==> src/hdl/icds_pkg.sv <==
// Package for the bus clock divider select block.
// Holds the divider/code ROM, its size and the fixed widths; no dependencies.
`default_nettype none

package icds_pkg;

	localparam int unsigned RomSize   = 50;
	localparam int unsigned IdxW      = 6;
	localparam int unsigned DivW      = 12;
	localparam int unsigned CodeW     = 6;
	localparam int unsigned NumW      = 32;
	localparam int unsigned DenW      = 30;
	localparam int unsigned CntW      = 5;
	localparam logic [18:0] DelayScale = 19'd500000;
	localparam logic [IdxW-1:0] LastIdx = IdxW'(RomSize - 1);

	typedef logic [IdxW-1:0] idx_t;
	typedef logic [DivW-1:0] div_t;
	typedef logic [CodeW-1:0] code_t;

	typedef enum logic [5:0] {
		ST_IDLE   = 6'b000001,
		ST_DIV1   = 6'b000010,
		ST_SEARCH = 6'b000100,
		ST_MUL    = 6'b001000,
		ST_LOAD2  = 6'b010000,
		ST_DIV2   = 6'b100000
	} state_t;

	// divider ratio of a ROM entry, sorted ascending
	function automatic div_t rom_div(input idx_t idx);
		div_t d;
		begin
			case (idx)
				6'd0:  d = 12'd22;   6'd1:  d = 12'd24;   6'd2:  d = 12'd26;
				6'd3:  d = 12'd28;   6'd4:  d = 12'd30;   6'd5:  d = 12'd32;
				6'd6:  d = 12'd36;   6'd7:  d = 12'd40;   6'd8:  d = 12'd42;
				6'd9:  d = 12'd44;   6'd10: d = 12'd48;   6'd11: d = 12'd52;
				6'd12: d = 12'd56;   6'd13: d = 12'd60;   6'd14: d = 12'd64;
				6'd15: d = 12'd72;   6'd16: d = 12'd80;   6'd17: d = 12'd88;
				6'd18: d = 12'd96;   6'd19: d = 12'd104;  6'd20: d = 12'd112;
				6'd21: d = 12'd128;  6'd22: d = 12'd144;  6'd23: d = 12'd160;
				6'd24: d = 12'd192;  6'd25: d = 12'd224;  6'd26: d = 12'd240;
				6'd27: d = 12'd256;  6'd28: d = 12'd288;  6'd29: d = 12'd320;
				6'd30: d = 12'd384;  6'd31: d = 12'd448;  6'd32: d = 12'd480;
				6'd33: d = 12'd512;  6'd34: d = 12'd576;  6'd35: d = 12'd640;
				6'd36: d = 12'd768;  6'd37: d = 12'd896;  6'd38: d = 12'd960;
				6'd39: d = 12'd1024; 6'd40: d = 12'd1152; 6'd41: d = 12'd1280;
				6'd42: d = 12'd1536; 6'd43: d = 12'd1792; 6'd44: d = 12'd1920;
				6'd45: d = 12'd2048; 6'd46: d = 12'd2304; 6'd47: d = 12'd2560;
				6'd48: d = 12'd3072; 6'd49: d = 12'd3840;
				default: d = 12'd3840;
			endcase
			return d;
		end
	endfunction

	// register code of a ROM entry
	function automatic code_t rom_code(input idx_t idx);
		code_t c;
		begin
			case (idx)
				6'd0:  c = 6'h20; 6'd1:  c = 6'h21; 6'd2:  c = 6'h22; 6'd3:  c = 6'h23;
				6'd4:  c = 6'h00; 6'd5:  c = 6'h24; 6'd6:  c = 6'h25; 6'd7:  c = 6'h26;
				6'd8:  c = 6'h03; 6'd9:  c = 6'h27; 6'd10: c = 6'h28; 6'd11: c = 6'h05;
				6'd12: c = 6'h29; 6'd13: c = 6'h06; 6'd14: c = 6'h2A; 6'd15: c = 6'h2B;
				6'd16: c = 6'h2C; 6'd17: c = 6'h09; 6'd18: c = 6'h2D; 6'd19: c = 6'h0A;
				6'd20: c = 6'h2E; 6'd21: c = 6'h2F; 6'd22: c = 6'h0C; 6'd23: c = 6'h30;
				6'd24: c = 6'h31; 6'd25: c = 6'h32; 6'd26: c = 6'h0F; 6'd27: c = 6'h33;
				6'd28: c = 6'h10; 6'd29: c = 6'h34; 6'd30: c = 6'h35; 6'd31: c = 6'h36;
				6'd32: c = 6'h13; 6'd33: c = 6'h37; 6'd34: c = 6'h14; 6'd35: c = 6'h38;
				6'd36: c = 6'h39; 6'd37: c = 6'h3A; 6'd38: c = 6'h17; 6'd39: c = 6'h3B;
				6'd40: c = 6'h18; 6'd41: c = 6'h3C; 6'd42: c = 6'h3D; 6'd43: c = 6'h3E;
				6'd44: c = 6'h1B; 6'd45: c = 6'h3F; 6'd46: c = 6'h1C; 6'd47: c = 6'h1D;
				6'd48: c = 6'h1E; 6'd49: c = 6'h1F;
				default: c = 6'h1F;
			endcase
			return c;
		end
	endfunction

endpackage

`default_nettype wire

==> src/hdl/icds_div.sv <==
// Shared restoring divider, one quotient bit per cycle.
// Depends on icds_pkg for widths.
`default_nettype none

module icds_div
	import icds_pkg::*;
(
	input  wire logic            clk,
	input  wire logic            arst_n,
	input  wire logic            go,
	input  wire logic [NumW-1:0] numer,
	input  wire logic [DenW-1:0] denom,
	output logic                 done,
	output logic [NumW-1:0]      quot
);

	logic [NumW-1:0] num_q;
	logic [DenW-1:0] den_q;
	logic [DenW:0]   rem_q;
	logic [CntW-1:0] cnt_q;
	logic            run_q;
	logic            done_q;

	logic [DenW:0] sh;
	logic          ge;

	assign sh = {rem_q[DenW-1:0], num_q[NumW-1]};
	assign ge = (sh >= {1'b0, den_q});

	always_ff @(posedge clk or negedge arst_n) begin
		if (!arst_n) begin
			run_q  <= 1'b0;
			done_q <= 1'b0;
			cnt_q  <= '0;
		end else begin
			done_q <= 1'b0;
			if (go) begin
				run_q <= 1'b1;
				cnt_q <= '0;
			end else if (run_q) begin
				cnt_q <= cnt_q + 1'b1;
				if (cnt_q == CntW'(NumW - 1)) begin
					run_q  <= 1'b0;
					done_q <= 1'b1;
				end
			end
		end
	end

	// quotient bits shift into the low end of the numerator register
	always_ff @(posedge clk) begin
		if (go) begin
			num_q <= numer;
			den_q <= denom;
			rem_q <= '0;
		end else if (run_q) begin
			num_q <= {num_q[NumW-2:0], ge};
			rem_q <= ge ? (sh - {1'b0, den_q}) : sh;
		end
	end

	assign done = done_q;
	assign quot = num_q;

endmodule

`default_nettype wire

==> src/hdl/i2c_clock_divider_select.sv <==
// Bus clock divider select: required divider, ROM lookup and stop delay.
// Each request makes two passes through the shared divider, with five or six search
// steps between them; a new request is taken only when idle, and busy drops in the
// done cycle.
// Reset: asynchronous, active low; returns to idle with no result pending.
// The receiver cannot stall: done is high for one cycle only, and the result fields change once the next request runs.
`default_nettype none

module i2c_clock_divider_select
	import icds_pkg::*;
(
	input  wire logic        clk,
	input  wire logic        arst_n,
	input  wire logic        start,
	output logic             busy,
	input  wire logic [29:0] clock_rate,
	input  wire logic [19:0] target_rate,
	output logic             done,
	output logic [5:0]       divider_code,
	output logic [11:0]      actual_divider,
	output logic [30:0]      stop_delay_us
);

	state_t state_q;

	logic [29:0] clk_q;
	logic        inf_q;       // zero target rate: divider unbounded
	logic [30:0] need_q;      // required divider, ceil(clock / rate)
	idx_t        lo_q;
	idx_t        hi_q;
	logic [30:0] prod_q;      // 500000 * chosen divider
	logic        done_q;
	code_t       code_q;
	div_t        adiv_q;
	logic [30:0] delay_q;

	// shared divider
	logic            div_go;
	logic [NumW-1:0] div_num;
	logic [DenW-1:0] div_den;
	logic            div_done;
	logic [NumW-1:0] div_quot;

	logic        accept;
	logic [6:0]  mid_sum;
	idx_t        mid;
	logic        mid_ok;
	logic [28:0] half;
	div_t        lo_div;

	assign accept  = start && (state_q == ST_IDLE);
	assign mid_sum = {1'b0, lo_q} + {1'b0, hi_q};
	assign mid     = mid_sum[IdxW:1];
	// entry at mid is large enough for the requirement
	assign mid_ok  = !inf_q && ({19'b0, rom_div(mid)} >= need_q);
	assign lo_div  = rom_div(lo_q);
	// half clock, held at one when the clock is below two
	assign half    = (clk_q[29:1] == '0) ? 29'd1 : clk_q[29:1];

	// the divider is loaded on the accept cycle (requirement) and from
	// ST_LOAD2 (delay); its operands are muxed here
	always_comb begin
		div_go  = 1'b0;
		div_num = {2'b0, clock_rate} + {12'b0, target_rate} - NumW'(1);
		div_den = {10'b0, target_rate};
		if (accept) begin
			div_go = 1'b1;
		end else if (state_q == ST_LOAD2) begin
			div_go  = 1'b1;
			div_num = {1'b0, prod_q} + {3'b0, half} - NumW'(1);
			div_den = {1'b0, half};
		end
	end

	icds_div u_div (
		.clk    (clk),
		.arst_n (arst_n),
		.go     (div_go),
		.numer  (div_num),
		.denom  (div_den),
		.done   (div_done),
		.quot   (div_quot)
	);

	// sequencer
	always_ff @(posedge clk or negedge arst_n) begin
		if (!arst_n) begin
			state_q <= ST_IDLE;
			done_q  <= 1'b0;
		end else begin
			done_q <= 1'b0;
			case (state_q)
				ST_IDLE: begin
					if (start) state_q <= ST_DIV1;
				end
				ST_DIV1: begin
					if (div_done) state_q <= ST_SEARCH;
				end
				ST_SEARCH: begin
					if (lo_q == hi_q) state_q <= ST_MUL;
				end
				ST_MUL: begin
					state_q <= ST_LOAD2;
				end
				ST_LOAD2: begin
					state_q <= ST_DIV2;
				end
				ST_DIV2: begin
					if (div_done) begin
						state_q <= ST_IDLE;
						done_q  <= 1'b1;
					end
				end
				default: begin
					state_q <= ST_IDLE;
				end
			endcase
		end
	end

	// datapath
	always_ff @(posedge clk) begin
		if (accept) begin
			clk_q <= clock_rate;
			inf_q <= (target_rate == '0);
		end
		if (state_q == ST_DIV1 && div_done) begin
			need_q <= div_quot[30:0];
			lo_q   <= '0;
			hi_q   <= LastIdx;
		end
		// lower-bound binary search; ends on the last entry if none fits
		if (state_q == ST_SEARCH && lo_q != hi_q) begin
			if (mid_ok) hi_q <= mid;
			else        lo_q <= mid + 1'b1;
		end
		if (state_q == ST_MUL) begin
			prod_q <= {12'b0, DelayScale} * {19'b0, lo_div};
			code_q <= rom_code(lo_q);
			adiv_q <= lo_div;
		end
		if (state_q == ST_DIV2 && div_done) begin
			delay_q <= div_quot[30:0];
		end
	end

	assign busy           = (state_q != ST_IDLE);
	assign done           = done_q;
	assign divider_code   = code_q;
	assign actual_divider = adiv_q;
	assign stop_delay_us  = delay_q;

endmodule

`default_nettype wire

==> config.mk <==
export PLATFORM = sky130hd
export DESIGN_NAME = i2c_clock_divider_select
export DESIGN_NICKNAME = d
export VERILOG_FILES = /design/src/hdl/icds_pkg.sv /design/src/hdl/icds_div.sv /design/src/hdl/i2c_clock_divider_select.sv
export SDC_FILE = /design/constraint.sdc
export NUM_CORES = 1
export LEC_CHECK = 0
export BUFFER_PORTS_ARGS = -buffer_cell sky130_fd_sc_hd__buf_4
export CAP_MARGIN = 5
export CELL_PAD_IN_SITES_DETAIL_PLACEMENT = 1
export CELL_PAD_IN_SITES_GLOBAL_PLACEMENT = 2
export CORE_UTILIZATION = 40
export CTS_CLUSTER_SIZE = 10
export DETAILED_ROUTE_END_ITERATION = 8
export HOLD_SLACK_MARGIN = 0.1
export PLACE_DENSITY = 0.79
export REMOVE_ABC_BUFFERS = 1
export SLEW_MARGIN = 15
export SYNTH_ARGS = -nofsm -noshare
export SYNTH_HDL_FRONTEND = slang
export SYNTH_SLANG_ARGS = --single-unit
==> constraint.sdc <==
create_clock -name clk -period 6.5 [get_ports clk]
set_clock_uncertainty 0.05 [all_clocks]
set_input_delay 0.325 -clock clk [delete_from_list [all_inputs] [get_ports clk]]
set_output_delay 0.325 -clock clk [all_outputs]
set_load 0.1 [all_outputs]
# ---- After elaboration in Yosys (flattened, before gate mapping)
# Memories as Yosys holds them, arrays and structs flattened. A register that Yosys moved wholly into a read port is not among the register bits.
# Index checks and enable logic that the tools add are counted.
# Widths: inputs -> output; s select.
dict set report totals {
  regBits 249
  mem_bits_ro 1792
  input_bits 53
  out_inout_bits 51
  word_cells 89
  n_memories 3
}
dict set report classes {
  addsub 8
  n_mul 1
  n_lt_le_gt_ge 2
  n_eq_ne 14
  muxes 31
  n_bitwise 1
  n_reduce_logical 11
}
# memory words word_bits rd rd_clocked_by_memory_dff wr line
set memory_table {}
lappend memory_table {{(no name shown)} 64 11 1 1 0 icds_pkg.sv:34} ;# case (idx)
lappend memory_table {{(no name shown)} 64 11 1 0 0 icds_pkg.sv:34}
lappend memory_table {{(no name shown)} 64 6 1 1 0 icds_pkg.sv:62} ;# case (idx)
# op n
set ops {}
lappend ops {{$mux 32} 4}
lappend ops {{$mux 6} 10}
lappend ops {{$mux 20} 2}
lappend ops {{$pmux 6 s6} 1}
lappend ops {{$add 31x29->32} 1}
lappend ops {{$sub 31x1->32 const B} 1}
lappend ops {{$sub 32x1->32 const B} 1}
lappend ops {{$add 30x20->31} 1}
lappend ops {{$ge 12x31->1} 1}
lappend ops {{$ge 31x30->1} 1}
lappend ops {{$mux 30} 1}
lappend ops {{$sub 30x30->30} 1}
lappend ops {{$logic_not 29->1} 1}
lappend ops {{$mux 29} 1}
lappend ops {{$mul 14x12->26 const A} 1}
lappend ops {{$logic_not 20->1} 1}
lappend ops {{$mux 1} 10}
lappend ops {{$mux 5} 2}
lappend ops {{$add 6x6->7} 1}
lappend ops {{$add 6x1->6 const B} 1}
lappend ops {{$eq 6x1->1 const B} 1}
lappend ops {{$eq 6x2->1 const B} 1}
lappend ops {{$eq 6x3->1 const B} 1}
lappend ops {{$eq 6x4->1 const B} 1}
lappend ops {{15 further kinds} 21}

# ---- Logic depth before layout (Yosys ltp)
# Gate-level depths: netlist of run 1.
dict set report depth {
  depth_word 7
  depth_mapped 27
  depth_no_buf 24
}

# ---- Hierarchy
# From an unflattened synthesis of run 1, not the netlist that was laid out.
dict set report unflattened {
  hier_cells 2171
  area_unflattened_um2 20218.1
}
# mod n_inst cells_per_inst area_per_inst_um2 seq_area_each_um2
set by_module_without_submodules {}
lappend by_module_without_submodules {i2c_clock_divider_select 1 1613 14516.4 4570.6}
lappend by_module_without_submodules {icds_div 1 558 5701.7 2637.5}

# ---- Worst setup path after synthesis of run 1
# Ideal clock, no wire load.
dict set report synth_timing {
  path_type {register to register}
  startpoint {register lo_q[0]}
  endpoint {register, netlist name lo_div[8]}
  setup_time_ps 95
  t_arrival_ps 5146
  required_ps 6355
  slack_ps 1209
  path_stages_with_launch 26
  path_buffers 3
  synth_period_minus_slack_ps 5291
  path_cell_list {dfxtp_1 > ha_1 > fa_1 > xor2_2 > ha_1 > clkbuf_1 > nor2_1 > a211oi_1 > a21oi_1 > nor2_1 > a311oi_1 > ha_1 > o21a_1 > o21ai_0 > a211oi_2 > a2bb2oi_4 > buf_6 > nand3_1 > o21ai_1 > inv_1 > ha_1 > buf_2 > o21ai_2 > a21oi_1 > a311o_1 > o311ai_1}
}
dict set report synth_via {
  elab_chain_len 6
}
# element line
set synth_rtl {}
lappend synth_rtl {{start: declaration} i2c_clock_divider_select.sv:29} ;# idx_t lo_q;
lappend synth_rtl {{start signal: assignment} i2c_clock_divider_select.sv:135} ;# else lo_q <= mid + 1'b1;
lappend synth_rtl {{$add 6x6->7} i2c_clock_divider_select.sv:52} ;# assign mid_sum = {1'b0, lo_q} + {1'b0, hi_q};
lappend synth_rtl {{$mem_v2 64x11} n/a}
lappend synth_rtl {{$ge 12x31->1} i2c_clock_divider_select.sv:55} ;# assign mid_ok = !inf_q && ({19'b0, rom_div(mid)} >= need_q);
lappend synth_rtl {{$logic_and 1x1->1} i2c_clock_divider_select.sv:55}
lappend synth_rtl {{$mux 6} i2c_clock_divider_select.sv:134} ;# if (mid_ok) hi_q <= mid;
lappend synth_rtl {{$mux 6 (*)} i2c_clock_divider_select.sv:133} ;# if (state_q == ST_SEARCH && lo_q != hi_q) begin
# Every way passes the cells marked *; elsewhere a longest branch is shown, timed or not.
# A chain may end at the register's enable or synchronous reset.

# ---- Final worst setup path of run 1
dict set report layout_timing {
  startpoint {register lo_q[0]}
  endpoint {register, netlist name lo_div[5]}
}
dict set report layout_via {
  elab_chain_len 6
}
# element line
set layout_rtl {}
lappend layout_rtl {{$add 6x6->7} i2c_clock_divider_select.sv:52}
lappend layout_rtl {{$mem_v2 64x11} n/a}
lappend layout_rtl {{$ge 12x31->1} i2c_clock_divider_select.sv:55}
lappend layout_rtl {{$logic_and 1x1->1} i2c_clock_divider_select.sv:55}
lappend layout_rtl {{$mux 6} i2c_clock_divider_select.sv:134}
lappend layout_rtl {{$mux 6 (*)} i2c_clock_divider_select.sv:133}
# Marks and branches as above.

==> results of run 1 <==
## power breakdown
group | internal (mW) | switching, mW
Sequential | 2.22 | 0.279
Clock | 1.14 | 0.794
Combinational | 1.28 | 1.77
## cell type report
cell class	instances	area (um^2)	share of cell area, %
multi-input cells	1469	11100	48.7
flip-flops and latches	259	7180	31.6
repair buffers	159	1270	5.60
inverters	332	1250	5.49
clock buffers	50	1030	4.51
well taps	664	831	3.65
clock inverters	15	111	0.489
## cells by family after synthesis
family	synth area share [%]
adder cells (fa/ha/maj)	19.2
flip-flops	36.1
multiplexers	1.25
AND/OR/NAND/NOR	12.1
buffers and inverters	8.18
XOR/XNOR	4.48
other	0.0189
AO/OA/AOI/OAI	18.6
## registers in the layout (all words and copies together), names as in the netlist, 5 cells and up
name,flops
lo_div,11
actual_divider,8
stop_delay_us,31
u_div.den_q,29
hi_q,6
u_div.rem_q,30
lo_q,6
state_q,6
divider_code,6
prod_q,25
u_div.cnt_q,5
clk_q,29
u_div.quot,32
need_q,31
## cell usage in the layout (no fill, tap or decap), types with 10 or more instances in the layout
master / count
a22oi_1: 11
a21oi_1: 157
a31oi_1: 13
nand3_1: 45
buf_4: 127
dfxtp_1: 53
o21ai_1: 20
a21o_1: 55
and3_1: 18
o211ai_1: 15
xnor2_1: 64
mux2i_1: 18
nor3_1: 27
o221ai_1: 15
a211oi_1: 34
o21ai_0: 112
inv_1: 325
clkbuf_16: 38
edfxtp_1: 192
o21a_1: 14
o21bai_1: 10
nor4_1: 23
dfrtp_1: 12
o22ai_1: 10
dlygate4sd3_1: 32
fa_1: 34
nand2b_1: 17
a211o_1: 10
nor2b_1: 20
nand2_1: 149
xor2_1: 34
nor2_1: 136
ha_1: 251
## worst max-delay path, cell delays in order, from the launching register on
cell and delay (ps):
dfxtp_1 320, ha_1 230, fa_1 440, a21o_1 200, a21oi_2 250, xnor2_2 370
a21oi_1 200, a21oi_1 200, nor2_1 60, a311oi_1 360, ha_1 250, o21a_1 140
o21ai_0 100, a211oi_2 380, a2bb2oi_4 540, nand3_1 180, o21ai_1 300, inv_1 160
ha_1 360, nand2_1 120, nor3b_1 200, a211oi_1 80, a21oi_1 170, o21ai_1 70
## path summary, 6_finish.rpt
kind	from	cells past startpoint	end	slack, ps
min in group clk	target_rate[17]	4	inf_q$_DFFE_PP_	130
hold / removal	arst_n	2	u_div.cnt_q[4]$_DFFE_PN0P_	130
max in group asynchronous	arst_n	2	state_q[0]$_DFFE_PN1P_	6010
setup reg to reg	lo_q[0]$_DFF_P_	23	lo_div[5]$_DFF_P_	640
hold reg to reg	u_div.quot[17]$_DFFE_PP_	0	need_q[17]$_DFFE_PP_	430
setup / recovery	lo_q[0]$_DFF_P_	23	lo_div[5]$_DFF_P_	640
## stage by stage
step / utilization (%) / std cells / power [mW] / setup slack [ps] / hold WS [ps]
6_report: 46.5 / 2948 / 7.50 / 641 / 128
5_1_grt: 46.5 / 2948 / 8.01 / 97.6 / 134
3_5_place_dp: 43.5 / 2851 / 5.56 / 643 / 149
2_1_floorplan: - / 2060 / 4.71 / -52.5 / -20.6
4_1_cts: 46.5 / 2948 / 7.57 / 610 / 102
3_3_place_gp: 43.5 / 2851 / 5.47 / 869 / 147
## per-layer routing
metal  vias up  global-route usage (%)  wire, um
met5         -                       0         0
met4         0                    5.11      1010
met3        64                    3.06      1790
met2       208                    40.7     28200
met1      7764                    30.2     26500
li1       7791                       -         -
## repair_timing
action / CTS / global route
hold buffers: 32 / 0
buffers inserted: 0 / 0
endpoints found under the hold margin: 45 / 0
==> flow_summary.json, run 1 <==
{
  "status": "completed",
  "syn_area_um2": 19900,
  "final_area_um2": 22800,
  "yosysTopAreaCell": "edfxtp_1",
  "clk_pin_slew_ps": 50,
  "synthArstFlopShare_pct": 5.41,
  "crit_type": "reg2reg",
  "report.final.slew_viol_count": 0,
  "hp-class": "in2async",
  "cts_made_buffers": 36,
  "dieWidth_um": 225,
  "drtAntennaViolNets": 0,
  "area_growth_pct": 14.5,
  "grt_max_degree": 58,
  "drv_cap": 0,
  "avgSynthCellArea_um2": 9.30,
  "critPathMaxFanout": 19,
  "drt_wl_total_um": 57600,
  "fp.dieH_um": 225,
  "antennaDiodeCount": 0,
  "synth_area_leaders": "edfxtp_1, ha_1, inv_1, dfxtp_1, a21oi_1",
  "leakage_nw": 10.4,
  "ios": 104,
  "dpl-instance-area_um2": 21300,
  "clock_latency_ps": 550,
  "die_area_um2": 50600,
  "gp_congestion": 0.894,
  "overflow": 0,
  "ys_ff_latch": 259,
  "first_pass_iters": 4,
  "max_slew_margin_pct": 34.5,
  "fmax_mhz": 171,
  "grt_setup_unrepaired": "no",
  "ys_seq_area_share_pct": 36.1,
  "cts_root_buffer": "clkbuf_16",
  "post-synth-top-count-cell": "inv_1",
  "cp-end-kind": "register",
  "port_buffers": 102,
  "cts_resized": 0,
  "cts_tree": "built",
  "yosys_warnings": 0,
  "clock_sinks": 259,
  "synth_cell_type_count": 99,
  "drive_gt1_share_pct": 10.3,
  "synth_enable_flop_cells": 192,
  "track_usage_pct": 23.2,
  "wire_per_inst_um": 19.5,
  "routed_via_density": 5.37,
  "min_period_over_period_pct": 90.1,
  "finalWorstPathRequiredPeriod_ps": 5860,
  "first_global_vias": 16900,
  "synth_common_cells": "inv_1, ha_1, edfxtp_1",
  "irDropWorstVdd_mv": 0.159,
  "syn_inst": 2137,
  "arrival_ps": 6240,
  "p_per_area_nw_per_um2": 329,
  "num-fill-cells": 5600,
  "synth_top_area_share_pct": 29.0,
  "route.vias.total": 15800,
  "hold_viol": 0,
  "num_rows": 81,
  "crit_required_ps": 6880,
  "core_um2": 49000,
  "route.detailed.drc": 0,
  "antenna_found_initial": 0,
  "synthFlopType": "edfxtp_1",
  "start_util_pct": 40.6,
  "tns_ps": 0,
  "clockBufferDepth": 3,
  "worst_slew_pin_slew_ps": 980,
  "grt_pass1_wl_um": 92400,
  "cp-start-kind": "register",
  "setup_viol_count_final": 0,
  "htreeDepth": 2,
  "drt_iter0_drc": 600,
  "finalNetCount": 2595,
  "hpwl_um": 43800
}
No activity file was read; power rests on OpenSTA's default activity.
==> run 2, diff against run 1 <==
Settings changed: MAX_ROUTING_LAYER set to met4.
==> flow_summary.json, run 2 (synthesis gave the netlist of run 1 again) <==
{
  "routed_via_density": 5.34,
  "p_clk_share_pct": 26.0,
  "track_usage_pct": 23.6,
  "arrival_ps": 6270,
  "pre_cts_ws_ps": 648,
  "min_period_over_period_pct": 90.9,
  "num_rows": 81,
  "finalPower_mw": 7.49,
  "antenna_found_initial": 0,
  "grt_pass1_wl_um": 91200,
  "irDropWorstVdd_mv": 0.203,
  "multi_input_area_um2": 11100,
  "crit_type": "reg2reg",
  "first_global_vias": 16500,
  "status": "completed",
  "htreeDepth": 2,
  "report.final.slew_viol_count": 0,
  "p_per_area_nw_per_um2": 330,
  "drt_wl_total_um": 57400,
  "crit_chain": "ha_1 -> fa_1 -> a21o_1 -> a21oi_2 -> xnor2_2 -> a21oi_1 -> a21oi_1 -> nor2_1 -> a311oi_1 -> ha_1 -> o21a_1 -> o21ai_0 -> a211oi_2 -> a2bb2oi_4 -> nand3_1 -> o21ai_1 -> inv_1 -> ha_1 -> nand2_1 -> nor3b_1 -> a211oi_1 -> a21oi_1 -> o21ai_1",
  "hp-class": "in2async",
  "route.vias.total": 15700,
  "final_common_cell": "inv_1",
  "tns_ps": 0,
  "cpPeakStageDelay_ps": 550,
  "critPathMaxFanout": 19,
  "overflow": 0,
  "internal_power_mw": 4.67,
  "cts_root_buffer": "clkbuf_16",
  "route.detailed.drc": 0,
  "postCtsSetupBuffers": 0,
  "dieWidth_um": 225,
  "fp.dieH_um": 225,
  "slowest_stage": "a2bb2oi_4",
  "finalNetCount": 2591,
  "leakage_nw": 10.4,
  "final.setup.worst_slack_ps": 591,
  "drtAntennaViolNets": 0,
  "first_pass_iters": 5,
  "largest_reg_flops": 32,
  "fmax_mhz": 169,
  "cp-start-kind": "register",
  "wire_per_inst_um": 19.5,
  "ios": 104,
  "num-fill-cells": 5633,
  "start_util_pct": 40.6,
  "antennaDiodeCount": 0,
  "setup_viol_count_final": 0,
  "cp-end-kind": "register",
  "crit_required_ps": 6860,
  "max_slew_margin_pct": 36.4,
  "layout_common_cells": "inv_1, ha_1, edfxtp_1",
  "port_buffers": 102,
  "gp_congestion": 0.880,
  "clock_latency_ps": 540,
  "path_buf_inv": 1,
  "clk_pin_slew_ps": 60,
  "finalWorstPathRequiredPeriod_ps": 5910,
  "cts_made_buffers": 35,
  "hold_viol": 0,
  "swShare_pct": 37.6,
  "drive_gt1_share_pct": 10.0,
  "p_comb_share_pct": 40.6,
  "clock_sinks": 259,
  "drt_iter0_drc": 690,
  "die_area_um2": 50600,
  "pwr-share-seq_pct": 33.4,
  "power.switching_mw": 2.81,
  "area_growth_pct": 14.3,
  "drv_cap": 0,
  "seq_area_um2": 7180,
  "grt_setup_unrepaired": "no",
  "worst_slew_pin_slew_ps": 953,
  "grt_max_degree": 58,
  "clockBufferDepth": 3,
  "hpwl_um": 43600,
  "cp_top_family": "compound AO/OA/AOI/OAI gates",
  "core_um2": 49000,
  "cts_tree": "built"
}
-- run 2: cell count changes in the layout (fill, tap and decap cells not counted), sizes merged --
cell      previous run  this run
buf                127       124
bufinv               1         3
clkbuf              50        52
clkinv              13         7
clkinvlp             2         0
inv                331       334
-- run 2: area by class of cell --
class                      count  area share [%]
sequential                   259            31.6
inverter                     332            5.50
clock inverter                12           0.628
tap                          664            3.66
multi-input combinational   1469            48.8
clock buffer                  52            4.31
timing repair buffer         156            5.51
-- run 2: worst reg2reg max path, cell delays in order, from the launching register on --
cell	delay [ps]
dfxtp_1	320
ha_1	240
fa_1	460
a21o_1	200
a21oi_2	240
xnor2_2	370
a21oi_1	210
a21oi_1	200
nor2_1	50
a311oi_1	400
ha_1	260
o21a_1	130
o21ai_0	90
a211oi_2	340
a2bb2oi_4	550
nand3_1	190
o21ai_1	330
inv_1	160
ha_1	360
nand2_1	120
nor3b_1	220
a211oi_1	80
a21oi_1	140
o21ai_1	70
-- run 2: timing repair --
item	4_1_cts	5_1_grt
gates resized for setup	0	0
hold endpoints to repair	45	0
hold buffers	32	0
-- run 2: through the flow --
| stage | hold slack (ps) | instance area, um^2 | cells | util (%) |
|---|---|---|---|---|
| 3_5_place_dp | 151 | 21300 | 2848 | 43.5 |
| 6_report | 129 | 22700 | 2944 | 46.4 |
| 4_1_cts | 100 | 22700 | 2944 | 46.4 |
| 5_1_grt | 137 | 22700 | 2944 | 46.4 |
| 3_3_place_gp | 147 | 21300 | 2848 | 43.5 |
| 2_1_floorplan | -20.6 | 19500 | 2060 | - |
-- run 2: path summary, 6_finish.rpt --
check / start / endpoint / cells after the start / slack, ps
worst min-delay path: arst_n / u_div.done$_DFF_PN0_ / 2 / 130
min in group clk: target_rate[5] / u_div.den_q[5]$_DFFE_PN_ / 3 / 130
max in group asynchronous: arst_n / state_q[0]$_DFFE_PN1P_ / 2 / 6020
worst max register to register: lo_q[0]$_DFF_P_ / lo_div[5]$_DFF_P_ / 23 / 590
worst max-delay path: lo_q[0]$_DFF_P_ / lo_div[5]$_DFF_P_ / 23 / 590
worst min register to register: u_div.quot[22]$_DFFE_PP_ / stop_delay_us[22]$_DFFE_PP_ / 0 / 430
-- run 2: per-layer routing --
layer / track usage [%] / wire, um / up-vias
met4: 6.82 / 1450 / 0
met2: 39.5 / 27500 / 210
met3: 2.27 / 1540 / 77
met1: 30.4 / 26900 / 7669
li1: - / - / 7778
met5: - / 0 / -
-- run 2: power groups by stage --
stage               clock network, mW  logic (mW)  registers [mW]
floorplan                           0        2.32            2.40
global placement                    0        2.95            2.52
detailed placement                  0        3.02            2.53
CTS                              2.00        3.06            2.50
global route                     2.06        3.41            2.53
finish                           1.94        3.04            2.50
==> run 3, diff against run 2 <==
Settings changed: CORE_UTILIZATION 40 to 43, PLACE_DENSITY 0.79 to 0.84.
Clock period 6.5 ns to 7.6 ns, I/O delays scaled along.
==> flow_summary.json, run 3 (synthesis gave the netlist of run 1 again) <==
{
  "overflow": 0,
  "cpPeakStageDelay_ps": 680,
  "first_pass_iters": 5,
  "timing.rr.end": "lo_div[8]$_DFF_P_",
  "core_um2": 45500,
  "tns_ps": 0,
  "antenna_found_initial": 1,
  "layout_common_cells": "inv_1, ha_1, edfxtp_1",
  "num_rows": 78,
  "crit_chain": "ha_1 -> fa_1 -> xor2_2 -> ha_1 -> nor2_1 -> a211oi_1 -> a21oi_1 -> nor2_1 -> a311oi_1 -> ha_1 -> o21a_1 -> o21ai_0 -> a211oi_2 -> a2bb2oi_4 -> nand3_1 -> o21ai_1 -> inv_1 -> ha_1 -> o21ai_2 -> a21oi_1 -> a311o_1 -> o311ai_1",
  "hpwl_um": 42700,
  "drive_gt1_share_pct": 9.90,
  "cp-start-kind": "register",
  "cp_top_family": "compound AO/OA/AOI/OAI gates",
  "postCtsSetupBuffers": 0,
  "max_slew_margin_pct": 35.6,
  "worstReg2RegStart": "lo_q[0]$_DFF_P_",
  "port_buffers": 102,
  "arrival_ps": 6690,
  "ios": 104,
  "cts_made_buffers": 36,
  "cts_tree": "built",
  "finalWorstPathRequiredPeriod_ps": 6300,
  "track_usage_pct": 24.6,
  "clk_pin_slew_ps": 60,
  "finalNetCount": 2586,
  "area_growth_pct": 13.8,
  "route.detailed.drc": 0,
  "rr_worst_depth": 22,
  "drtAntennaViolNets": 0,
  "critPathMaxFanout": 28,
  "crit_required_ps": 7990,
  "drt_iter0_drc": 911,
  "clock_latency_ps": 540,
  "clock_sinks": 259,
  "hold_viol": 0,
  "fmax_mhz": 159,
  "p_per_area_nw_per_um2": 283,
  "report.final.slew_viol_count": 0,
  "drv_cap": 0,
  "grt_max_degree": 58,
  "setup_viol_count_final": 0,
  "grt_setup_unrepaired": "no",
  "crit_type": "reg2reg",
  "routed_via_density": 5.54,
  "min_period_over_period_pct": 82.9,
  "final_common_cell": "inv_1",
  "stdcell_count": 2874,
  "slowest_stage": "a2bb2oi_4",
  "start_util_pct": 43.7,
  "fp.dieH_um": 217,
  "num-fill-cells": 5253,
  "status": "completed",
  "leakage_nw": 10.4,
  "route.vias.total": 15900,
  "worst_slew_pin_slew_ps": 960,
  "wire_per_inst_um": 19.5,
  "cts_root_buffer": "clkbuf_16",
  "clockBufferDepth": 3,
  "largest_reg_flops": 32,
  "first_global_vias": 16600,
  "cp-end-kind": "register",
  "place_inst": 2779,
  "dieWidth_um": 217,
  "die_area_um2": 47100,
  "grt_pass1_wl_um": 89100,
  "gp_congestion": 0.850,
  "cpMostUsedCell": "ha_1",
  "path_buf_inv": 1,
  "worst-r2r-setup-slack_ps": 1300,
  "htreeDepth": 2,
  "irDropWorstVdd_mv": 0.215,
  "hp-class": "in2async",
  "drt_wl_total_um": 56100
}
## run 3: how the worst max path moves through the flow
stage,start,end,cells past startpoint
CTS,lo_q[0]$_DFF_P_,lo_div[8]$_DFF_P_,22
global placement,lo_q[0]$_DFF_P_,lo_div[8]$_DFF_P_,22
finish,lo_q[0]$_DFF_P_,lo_div[8]$_DFF_P_,22
floorplan,state_q[1]$_DFFE_PN0P_,u_div.quot[0]$_DFFE_PP_,5
detailed placement,lo_q[0]$_DFF_P_,lo_div[8]$_DFF_P_,22
global route,lo_q[0]$_DFF_P_,lo_div[8]$_DFF_P_,22
## run 3: report_power, final
part / total [mW] / switching [mW] / leakage, nW / internal, mW
Clock: 1.67 / 0.660 / 0.565 / 1.01
Sequential: 2.13 / 0.233 / 2.42 / 1.90
Combinational: 2.61 / 1.51 / 7.37 / 1.10
## run 3: through the flow
| stage | power, mW | utilization, % | setup slack [ps] | cell area [um^2] | hold slack [ps] |
|---|---|---|---|---|---|
| global route | 6.82 | 49.7 | 730 | 22600 | 190 |
| detailed placement | 4.73 | 46.5 | 1300 | 21200 | 204 |
| CTS | 6.46 | 49.7 | 1260 | 22600 | 160 |
| global placement | 4.65 | 46.5 | 1490 | 21200 | 194 |
| floorplan | 4.03 | - | 1050 | 19500 | 34.4 |
| finish | 6.41 | 49.7 | 1300 | 22600 | 180 |
## run 3: cell type report
class | count | area, um^2 | share of cell area (%)
clock inverters | 14 | 125 | 0.553
multi-input cells | 1469 | 11100 | 49.0
well taps | 600 | 751 | 3.32
clock buffers | 49 | 1020 | 4.52
repair buffers | 150 | 1200 | 5.32
inverters | 332 | 1250 | 5.52
flip-flops and latches | 259 | 7180 | 31.7
diodes | 1 | 2.50 | 0.0111
## run 3: timing repair
action | 4_1_cts | 5_1_grt
hold buffers | 31 | 0
resized for setup | 0 | 0
endpoints found under the hold margin | 44 | 0
## run 3: metal layers
metal	vias up	GRT usage, %	wire (um)
met4	0	6.46	1230
li1	7776	-	-
met2	259	42.1	27200
met1	7820	30.8	25600
met5	-	-	0
met3	64	2.94	1960
